[src/design/assert_macros.svh]
// ----------------------------------------------------------------------------
// Assertion macros
// Concurrent assertion shorthands used by the deque unit.
// ----------------------------------------------------------------------------
`ifndef ASSERT_MACROS_SVH
`define ASSERT_MACROS_SVH

// Check that an expression holds at every clock edge outside reset.
`define ASSERT_ALWAYS(lbl, ck, rn, expr, msg) \
    lbl: assert property (@(posedge ck) disable iff (!rn) (expr)) \
        else $error(msg);

// Check that a trigger is followed in the next cycle by a consequence.
`define ASSERT_NEXT(lbl, ck, rn, trig, cons, msg) \
    lbl: assert property (@(posedge ck) disable iff (!rn) (trig) |=> (cons)) \
        else $error(msg);

`endif

[src/design/deq_pkg.sv]
// ----------------------------------------------------------------------------
// Deque package
// Sizes, operation and status codes, and the structs shared by the deque.
// ----------------------------------------------------------------------------
`default_nettype none

package deq_pkg;

    localparam int DEPTH      = 16;
    localparam int DATA_WIDTH = 8;
    localparam int CNT_W      = $clog2(DEPTH + 1);

    typedef enum logic [2:0] {
        OP_PUSH_FRONT = 3'd0,
        OP_PUSH_REAR  = 3'd1,
        OP_POP_FRONT  = 3'd2,
        OP_POP_REAR   = 3'd3,
        OP_PEEK_FRONT = 3'd4,
        OP_PEEK_REAR  = 3'd5
    } op_t;

    typedef enum logic [1:0] {
        ST_OK    = 2'd0,
        ST_EMPTY = 2'd1,
        ST_FULL  = 2'd2
    } status_t;

    // Command broadcast to every cell of the chain.
    typedef struct packed {
        logic                  shift_right;
        logic                  shift_left;
        logic                  push_rear;
        logic                  pop_rear;
        logic [DATA_WIDTH-1:0] value;
    } cell_cmd_t;

    // One result transaction.
    typedef struct packed {
        logic [7:0] read_value;
        status_t    status;
        logic       is_empty;
        logic [4:0] fill_count;
    } result_t;

endpackage

`default_nettype wire

[src/design/deq_cell.sv]
// ----------------------------------------------------------------------------
// Deque cell
// One element slot of the chain: shifts toward either neighbor, takes a rear
// push when it is the first free slot, drops its element on a rear pop when it is the rear.
// ----------------------------------------------------------------------------
`default_nettype none

module deq_cell (
    input  wire logic                          clk,
    input  wire logic                          rst_n,
    input  wire deq_pkg::cell_cmd_t            cmd,
    input  wire logic [deq_pkg::DATA_WIDTH-1:0] left_data,
    input  wire logic                          left_valid,
    input  wire logic [deq_pkg::DATA_WIDTH-1:0] right_data,
    input  wire logic                          right_valid,
    output logic      [deq_pkg::DATA_WIDTH-1:0] data,
    output logic                               valid,
    output logic      [deq_pkg::DATA_WIDTH-1:0] rear_tap
);
    import deq_pkg::*;

    logic [DATA_WIDTH-1:0] data_reg;
    logic [DATA_WIDTH-1:0] data_next;
    logic                  valid_reg;
    logic                  valid_next;
    logic                  is_rear;
    logic                  is_slot;

    // rear element: held here, nothing held to the right
    assign is_rear = valid_reg & ~right_valid;
    // first free slot: empty here, neighbor on the left occupied
    assign is_slot = ~valid_reg & left_valid;

    always_comb
    begin
        data_next  = data_reg;
        valid_next = valid_reg;
        if (cmd.shift_right)
        begin
            data_next  = left_data;
            valid_next = left_valid;
        end
        else if (cmd.shift_left)
        begin
            data_next  = right_data;
            valid_next = right_valid;
        end
        else if (cmd.push_rear && is_slot)
        begin
            data_next  = cmd.value;
            valid_next = 1'b1;
        end
        else if (cmd.pop_rear && is_rear)
        begin
            valid_next = 1'b0;
        end
    end

    always_ff @(posedge clk or negedge rst_n)
    begin
        if (!rst_n)
        begin
            valid_reg <= 1'b0;
        end
        else
        begin
            valid_reg <= valid_next;
        end
    end

    always_ff @(posedge clk)
    begin
        data_reg <= data_next;
    end

    assign data     = data_reg;
    assign valid    = valid_reg;
    assign rear_tap = is_rear ? data_reg : '0;

endmodule

`default_nettype wire

[src/design/deq_result.sv]
// ----------------------------------------------------------------------------
// Deque result stage
// Output register for result transactions; holds while the consumer stalls.
// ----------------------------------------------------------------------------
`default_nettype none

module deq_result (
    input  wire logic             clk,
    input  wire logic             rst_n,
    input  wire logic             load,
    input  wire deq_pkg::result_t result,
    input  wire logic             out_stall,
    output logic                  out_valid,
    output deq_pkg::result_t      held,
    output logic                  busy
);
    import deq_pkg::*;

    logic    out_valid_reg;
    logic    out_valid_next;
    result_t held_reg;

    // busy: a result waits and the consumer does not take it this cycle
    assign busy = out_valid_reg & out_stall;

    always_comb
    begin
        out_valid_next = out_valid_reg;
        if (load)
        begin
            out_valid_next = 1'b1;
        end
        else if (!out_stall)
        begin
            out_valid_next = 1'b0;
        end
    end

    always_ff @(posedge clk or negedge rst_n)
    begin
        if (!rst_n)
        begin
            out_valid_reg <= 1'b0;
        end
        else
        begin
            out_valid_reg <= out_valid_next;
        end
    end

    always_ff @(posedge clk)
    begin
        if (load)
        begin
            held_reg <= result;
        end
    end

    assign out_valid = out_valid_reg;
    assign held      = held_reg;

endmodule

`default_nettype wire

[src/design/double_ended_queue_unit.sv]
// ----------------------------------------------------------------------------
// Double-ended queue unit
// Bounded deque of byte elements held in a chain of cells, front at cell 0.
// ----------------------------------------------------------------------------
//
//   channel | signals                                          | direction
//   --------+--------------------------------------------------+----------
//   in      | in_valid, in_stall, op, push_value                | request
//   out     | out_valid, out_stall, read_value, status,         | result
//           | is_empty, fill_count                              |
//
// One transaction per cycle is accepted while in_stall is low; each gives its result
// in the next cycle, from one pass through the cell chain into the output register.
// Reset clears every cell's valid bit, the count and the output valid flag.
// A stalled result holds in the output register; input stalls only while a
// result waits and out_stall is high.
`default_nettype none

`include "assert_macros.svh"

module double_ended_queue_unit (
    input  wire logic                  clk,
    input  wire logic                  rst_n,
    input  wire logic                  in_valid,
    output logic                       in_stall,
    input  wire logic [2:0]            op,
    input  wire logic [7:0]            push_value,
    output logic                       out_valid,
    input  wire logic                  out_stall,
    output logic [7:0]                 read_value,
    output logic [1:0]                 status,
    output logic                       is_empty,
    output logic [4:0]                 fill_count
);
    import deq_pkg::*;

    logic                  in_fire;
    logic                  busy;
    logic                  full;
    logic                  empty;
    logic [CNT_W-1:0]      count_reg;
    logic [CNT_W-1:0]      count_next;
    logic [DATA_WIDTH-1:0] value;
    logic [DATA_WIDTH-1:0] rear_data;
    logic [DATA_WIDTH-1:0] rd_data;
    logic [DEPTH-1:0]      cell_valid;
    logic [DATA_WIDTH-1:0] cell_data [DEPTH];
    logic [DATA_WIDTH-1:0] cell_tap  [DEPTH];
    cell_cmd_t             cmd;
    status_t               st;
    result_t               result;
    result_t               held;

    assign in_stall = busy;
    assign in_fire  = in_valid & ~busy;
    assign value    = DATA_WIDTH'(push_value);
    assign full     = cell_valid[DEPTH-1];
    assign empty    = ~cell_valid[0];

    // Rear element: the one cell flagged as last drives its data, others zero.
    always_comb
    begin
        rear_data = '0;
        for (int i = 0; i < DEPTH; i++)
        begin
            rear_data = rear_data | cell_tap[i];
        end
    end

    // Decode the operation into a chain command, the next count, the read data and status.
    always_comb
    begin
        cmd             = '0;
        cmd.value       = value;
        count_next      = count_reg;
        rd_data         = '0;
        st              = ST_OK;
        case (op_t'(op))
            OP_PUSH_FRONT:
            begin
                if (full)
                begin
                    st = ST_FULL;
                end
                else
                begin
                    cmd.shift_right = in_fire;
                    count_next      = count_reg + CNT_W'(1);
                end
            end
            OP_PUSH_REAR:
            begin
                if (full)
                begin
                    st = ST_FULL;
                end
                else
                begin
                    cmd.push_rear = in_fire;
                    count_next    = count_reg + CNT_W'(1);
                end
            end
            OP_POP_FRONT:
            begin
                if (empty)
                begin
                    st = ST_EMPTY;
                end
                else
                begin
                    rd_data        = cell_data[0];
                    cmd.shift_left = in_fire;
                    count_next     = count_reg - CNT_W'(1);
                end
            end
            OP_POP_REAR:
            begin
                if (empty)
                begin
                    st = ST_EMPTY;
                end
                else
                begin
                    rd_data      = rear_data;
                    cmd.pop_rear = in_fire;
                    count_next   = count_reg - CNT_W'(1);
                end
            end
            OP_PEEK_FRONT:
            begin
                if (empty)
                begin
                    st = ST_EMPTY;
                end
                else
                begin
                    rd_data = cell_data[0];
                end
            end
            OP_PEEK_REAR:
            begin
                if (empty)
                begin
                    st = ST_EMPTY;
                end
                else
                begin
                    rd_data = rear_data;
                end
            end
            default:
            begin
                // unused codes: no state change, ok status
                st = ST_OK;
            end
        endcase
    end

    assign result.read_value = 8'(rd_data);
    assign result.status     = st;
    assign result.is_empty   = (count_next == '0);
    assign result.fill_count = 5'(count_next);

    // Advance the count only on an accepted transaction.
    always_ff @(posedge clk or negedge rst_n)
    begin
        if (!rst_n)
        begin
            count_reg <= '0;
        end
        else if (in_fire)
        begin
            count_reg <= count_next;
        end
    end

    // Cell chain: cell 0 sees the incoming value on its left, the last cell
    // sees an empty neighbor on its right.
    for (genvar i = 0; i < DEPTH; i++)
    begin : g_cell
        logic [DATA_WIDTH-1:0] l_data;
        logic                  l_valid;
        logic [DATA_WIDTH-1:0] r_data;
        logic                  r_valid;

        if (i == 0)
        begin : g_first
            assign l_data  = value;
            assign l_valid = 1'b1;
        end
        else
        begin : g_mid_l
            assign l_data  = cell_data[i-1];
            assign l_valid = cell_valid[i-1];
        end

        if (i == DEPTH - 1)
        begin : g_last
            assign r_data  = '0;
            assign r_valid = 1'b0;
        end
        else
        begin : g_mid_r
            assign r_data  = cell_data[i+1];
            assign r_valid = cell_valid[i+1];
        end

        deq_cell u_cell (
            .clk         (clk),
            .rst_n       (rst_n),
            .cmd         (cmd),
            .left_data   (l_data),
            .left_valid  (l_valid),
            .right_data  (r_data),
            .right_valid (r_valid),
            .data        (cell_data[i]),
            .valid       (cell_valid[i]),
            .rear_tap    (cell_tap[i])
        );
    end

    deq_result u_result (
        .clk       (clk),
        .rst_n     (rst_n),
        .load      (in_fire),
        .result    (result),
        .out_stall (out_stall),
        .out_valid (out_valid),
        .held      (held),
        .busy      (busy)
    );

    assign read_value = held.read_value;
    assign status     = held.status;
    assign is_empty   = held.is_empty;
    assign fill_count = held.fill_count;

    // Occupied cells always form an unbroken run from the front.
    `ASSERT_ALWAYS(a_valid_run, clk, rst_n,
        (cell_valid & (cell_valid + DEPTH'(1))) == '0, "cell valid bits not contiguous")
    // Count agrees with the full flag of the last cell.
    `ASSERT_ALWAYS(a_full_count, clk, rst_n,
        full == (count_reg == CNT_W'(DEPTH)), "count and full flag disagree")
    // Count agrees with the empty flag of the first cell.
    `ASSERT_ALWAYS(a_empty_count, clk, rst_n,
        empty == (count_reg == '0), "count and empty flag disagree")
    // An accepted push into a non-full deque adds exactly one element.
    `ASSERT_NEXT(a_push_grow, clk, rst_n,
        in_fire && !full && (op == OP_PUSH_FRONT || op == OP_PUSH_REAR),
        count_reg == $past(count_reg) + CNT_W'(1), "push did not grow count")

endmodule

`default_nettype wire
[config.mk]
export PLATFORM = sky130hd
export DESIGN_NAME = double_ended_queue_unit
export DESIGN_NICKNAME = d
export VERILOG_FILES = /design/src/design/deq_pkg.sv /design/src/design/deq_cell.sv /design/src/design/deq_result.sv /design/src/design/double_ended_queue_unit.sv
export VERILOG_INCLUDE_DIRS = /design/src /design/src/design
export SDC_FILE = /design/constraint.sdc
export NUM_CORES = 1
export LEC_CHECK = 0
export BUFFER_PORTS_ARGS = -buffer_cell sky130_fd_sc_hd__buf_2
export CAP_MARGIN = 5
export CORE_MARGIN = 8
export CORE_UTILIZATION = 40
export CTS_BUF_LIST = sky130_fd_sc_hd__clkbuf_16
export DETAILED_ROUTE_END_ITERATION = 10
export GPL_TIMING_DRIVEN = 0
export SYNTH_ARGS = -nofsm -noshare
export SYNTH_HDL_FRONTEND = slang
export SYNTH_HIERARCHICAL = 1
export SYNTH_SLANG_ARGS = --single-unit
[constraint.sdc]
create_clock -name clk -period 7.7 [get_ports clk]
set_clock_uncertainty 0.2 [all_clocks]
set_input_delay 0 -clock clk [delete_from_list [all_inputs] [get_ports clk]]
set_output_delay 0 -clock clk [all_outputs]
set_load 0.1 [all_outputs]
Yosys cells after proc, flatten, opt, wreduce, memory -nomap -nowiden
Cells that the tools add are included.
- add/subtract/negate cells: 2
- equal/unequal tests: 6
- muxes and demuxes: 145
- bitwise operators: 49
- reductions and logical operators: 71
- operators with widths (cell ; count):
    two-way mux 8 bit ; 66
    bitwise OR 8 bit ; 15
    two-way mux 1 bit ; 73
    nonzero test 4 bit ; 16
    nonzero test 3 bit ; 16
    logical AND 1 bit ; 32
    bitwise AND 1 bit ; 17
    NOT 1 bit ; 17
    case mux 8 bit (2 select lines) ; 1
    two-way mux 5 bit ; 2
    case mux 5 bit (2 select lines) ; 1
    OR reduction 2 bit ; 4
    == test 3 x 2 -> 1 bit, second input constant ; 2
    == test 3 bit, second input constant ; 2
    adder 5 x 1 -> 5 bit, second input constant ; 1
    logical NOT 5 bit ; 1
    subtractor 5 x 1 -> 5 bit, second input constant ; 1
    case mux 2 bit (2 select lines) ; 1
    OR reduction 4 bit ; 1
    == test 3 x 1 -> 1 bit, second input constant ; 1
    logical NOT 3 bit ; 1
    two-way mux 2 bit ; 1
    inequality test 2 x 1 -> 1 bit, second input constant ; 1
- flip-flop bits (word level): 166
- bits of input ports: 15
- output and inout bits: 18
- logic and storage cells: 311

Depth between registers and ports, before layout
- depth after elaboration: 20
- depth in mapped cells: 8
- depth with buffers taken out: 7

Cells and area by module
The synthesis kept the hierarchy.
- modules (own cells, without submodules) (module ; instances ; cells each ; area an instance (sq um) ; seq. area each (sq um)):
    deq_cell ; 16 ; 53 ; 570.5 ; 265.3
    double_ended_queue_unit ; 1 ; 134 ; 1039.7 ; 125.1
    deq_result ; 1 ; 19 ; 519.2 ; 505.5

Worst setup path before layout
No wires, ideal clock.
- path kind: reg-to-reg
- from: reg u_result.out_valid_reg (netlist: u_result/out_valid)
- to: reg g_cell[0].u_cell.data_reg[0], enable pin
- setup time: 0.329 ns
- arrival time: 4.664 ns
- required time: 7.171 ns
- setup slack: 2.507 ns
- cell stages (with the launch flop): 7
- path buffers: 1
- period minus slack after synthesis: 5.193 ns
- cells stage by stage: dfrtp_1 -> and2_1 -> nand2b_1 -> nor4_1 -> buf_6 -> nor2_8 -> nand2_1
- RTL lines (element ; line ; source):
    from (decl) ; deq_result.sv:19 ; logic out_valid_reg;
    from (signal assigned) ; deq_result.sv:47 ; out_valid_reg <= out_valid_next;
    to (signal assigned) ; deq_cell.sv:73 ; data_reg <= data_next;
    to (decl) ; deq_cell.sv:22 ; logic [DATA_WIDTH-1:0] data_reg;

==> impl_metrics.tcl <==
set metrics [dict create \
    max_freq_mhz 306 \
    via_count 7869 \
    nNetsFinal 1103 \
    fin_area_sq_um 12100 \
    drive_gt1_frac 0.151 \
    cts_root_buffer "clkbuf_16" \
    grt_start_max_net_pins 23 \
    finalHoldViolations 16 \
    min_period_ns 3.27 \
    globalplace.congestion 0.844 \
    async_reset_ff_frac 0.133 \
    clkTransAtPathRegs_ns 0.08 \
    whs_ns -0.0278 \
    yosys_warnings 6 \
    finalSetupViolCount 0 \
    tns_ns 0 \
    core_area_sq_um 26600 \
    synth-seq-cells 166 \
    synth_area_leader_cell "edfxtp_1" \
    routed_wl_um 30000 \
    crit_fanout 8 \
    maxCapViolations 0 \
    antenna_cells 0 \
    synth_edf_count 144 \
    cts_inserted_buffers 17 \
    status "complete, but fails checks" \
    clock_latency_ns 0.44 \
    post-cts-setup-buffer-count 0 \
    ant_nets 0 \
    yosysMostFrequentCell "nand2_1" \
    avgSynthCellArea_sq_um 10.7 \
    crit_type "reg2reg" \
    hold_path.class "in2async" \
    htreeDepth 4 \
    synthFlopType "edfxtp_1" \
    die_h_um 179 \
    drc 0 \
    post-route-period-util 0.425 \
    hpwl_um 21900 \
    post_cts_resized 0 \
    start_util 0.402 \
    grt_pass1_wl_um 47100 \
    postPlaceCellArea_sq_um 11400 \
    num_rows 60 \
    tightestPinTransition_ns 1.18 \
    grt_overflow 0 \
    grt_usage 0.186 \
    slew_headroom 0.210 \
    die-area_sq_um 32200 \
    yosysSeqAreaShare 0.456 \
    place_ws_ns 4.54 \
    crit_path_end_kind "flop" \
    synth.area.top_cells "edfxtp_1, mux2i_1, and2_1" \
    crit_required_ns 7.67 \
    peakVddDrop_mv 0.158 \
    drt-initial-drc-count 741 \
    numClockSinks 166 \
    die_x_um 179 \
    ctsLongestPathBuffers 2 \
    first_pass_iters 4 \
    failed_checks "hold timing" \
    vias_per_cell 5.48 \
    synth_cells 1001 \
    grt_pass1_vias 7966 \
    worst_ep_arrival_time_ns 3.24 \
    synthTopCellsByCount "nand2_1, edfxtp_1, mux2i_1" \
    portBuffers 32 \
    netlist_area_sq_um 10700 \
    maxSlewViolCount 0 \
    antenna_found_initial 1 \
    worst_setup_path_start_kind "flop" \
    cts_tree "done" \
    power.leakage_nw 4.14 \
    rsz0062_at_grt "no" \
    io_pins 33 \
    largest_reg_flops 128 \
    powerDensity_nw_per_um2 263 \
    synth_cell_types 43 \
    fin_ws_ns 4.43 \
    synth_top_area_frac 0.405 \
    reg2regPathDepth 6 \
    avgRoutedWirePerCell_um 20.9 \
    cts_hold_repair.buffers 14 \
    area_delta_synth_final_pct 13.6 \
]
routing by layer:
layer / global-route usage / wire (um)
met1: 0.251 / 13700
met2: 0.299 / 13900
met3: 0.0391 / 1820
met4: 0.0490 / 493
met5: 0 / 13
logic make-up after synthesis:
logic type | count (synthesis) | synth area share
compound gates | 163 | 0.0851
xor+xnor | 8 | 0.00656
fa+ha+maj | 5 | 0.00585
buf+inv | 63 | 0.0485
flops | 166 | 0.456
mux | 148 | 0.139
other cells | 2 | 0.000703
simple gates | 446 | 0.258
path summary, 6_finish.rpt:
kind	to	slack, ns	start
max in group asynchronous	g_cell[15].u_cell/valid$_DFFE_PN0P_	6.81	rst_n
setup / recovery	u_result/held[14]$_DFFE_PP_	4.43	g_cell[2].u_cell/valid$_DFFE_PN0P_
hold / removal	g_cell[6].u_cell/valid$_DFFE_PN0P_	-0.03	rst_n
min in group clk	u_result/held[11]$_DFFE_PP_	0.03	op[0]
hold reg to reg	u_result/out_valid$_DFFE_PN0P_	0.31	u_result/out_valid$_DFFE_PN0P_
setup reg to reg	u_result/held[14]$_DFFE_PP_	4.43	g_cell[2].u_cell/valid$_DFFE_PN0P_
placed cells by master, fill, tap and decap left out, drive strengths merged, types with 4 or more instances in the layout:
master	n
and4	7
inv	16
nand2b	34
nand2	151
and2b	16
dfrtp	22
a31oi	16
o21ai	131
nor4	34
a211oi	7
edfxtp	144
conb	13
nand3b	16
nand3	16
dlygate4sd3	14
xnor2	4
xor2	4
ha	5
clkbuf	17
and2	131
mux2i	144
mux2	4
nor2	27
buf	92
through the flow:
step | power, mW | instances | util
3_5_place_dp | 2.28 | 1391 | 0.428
2_1_floorplan | 1.96 | 1012 | -
3_3_place_gp | 2.26 | 1385 | 0.426
4_1_cts | 3.20 | 1437 | 0.457
5_1_grt | 3.34 | 1437 | 0.457
6_report | 3.19 | 1437 | 0.457
layout make-up:
cell class | count | area, sq um
plain buffers | 54 | 484
clock buffers | 17 | 425
clock inverters | 15 | 188
fillers | 2552 | 14400
inverters | 9 | 33.8
multi-input cells | 783 | 5350
flip-flops and latches | 166 | 4870
well taps | 341 | 427
repair buffers | 52 | 353
power by group:
| part | internal, mW | switching, mW |
|---|---|---|
| combinational | 0.396 | 0.609 |
| sequential | 1.12 | 0.152 |
| clock | 0.518 | 0.398 |
critical path, cell delays in order, from the launching register on:
cell	delay [ns]
dfrtp_1	0.50
and2b_1	0.31
and2_1	0.19
nor4_1	0.87
nand4_1	0.35
nor4_1	0.50
nor3_1	0.08
(Power assumes the default switching activity.)
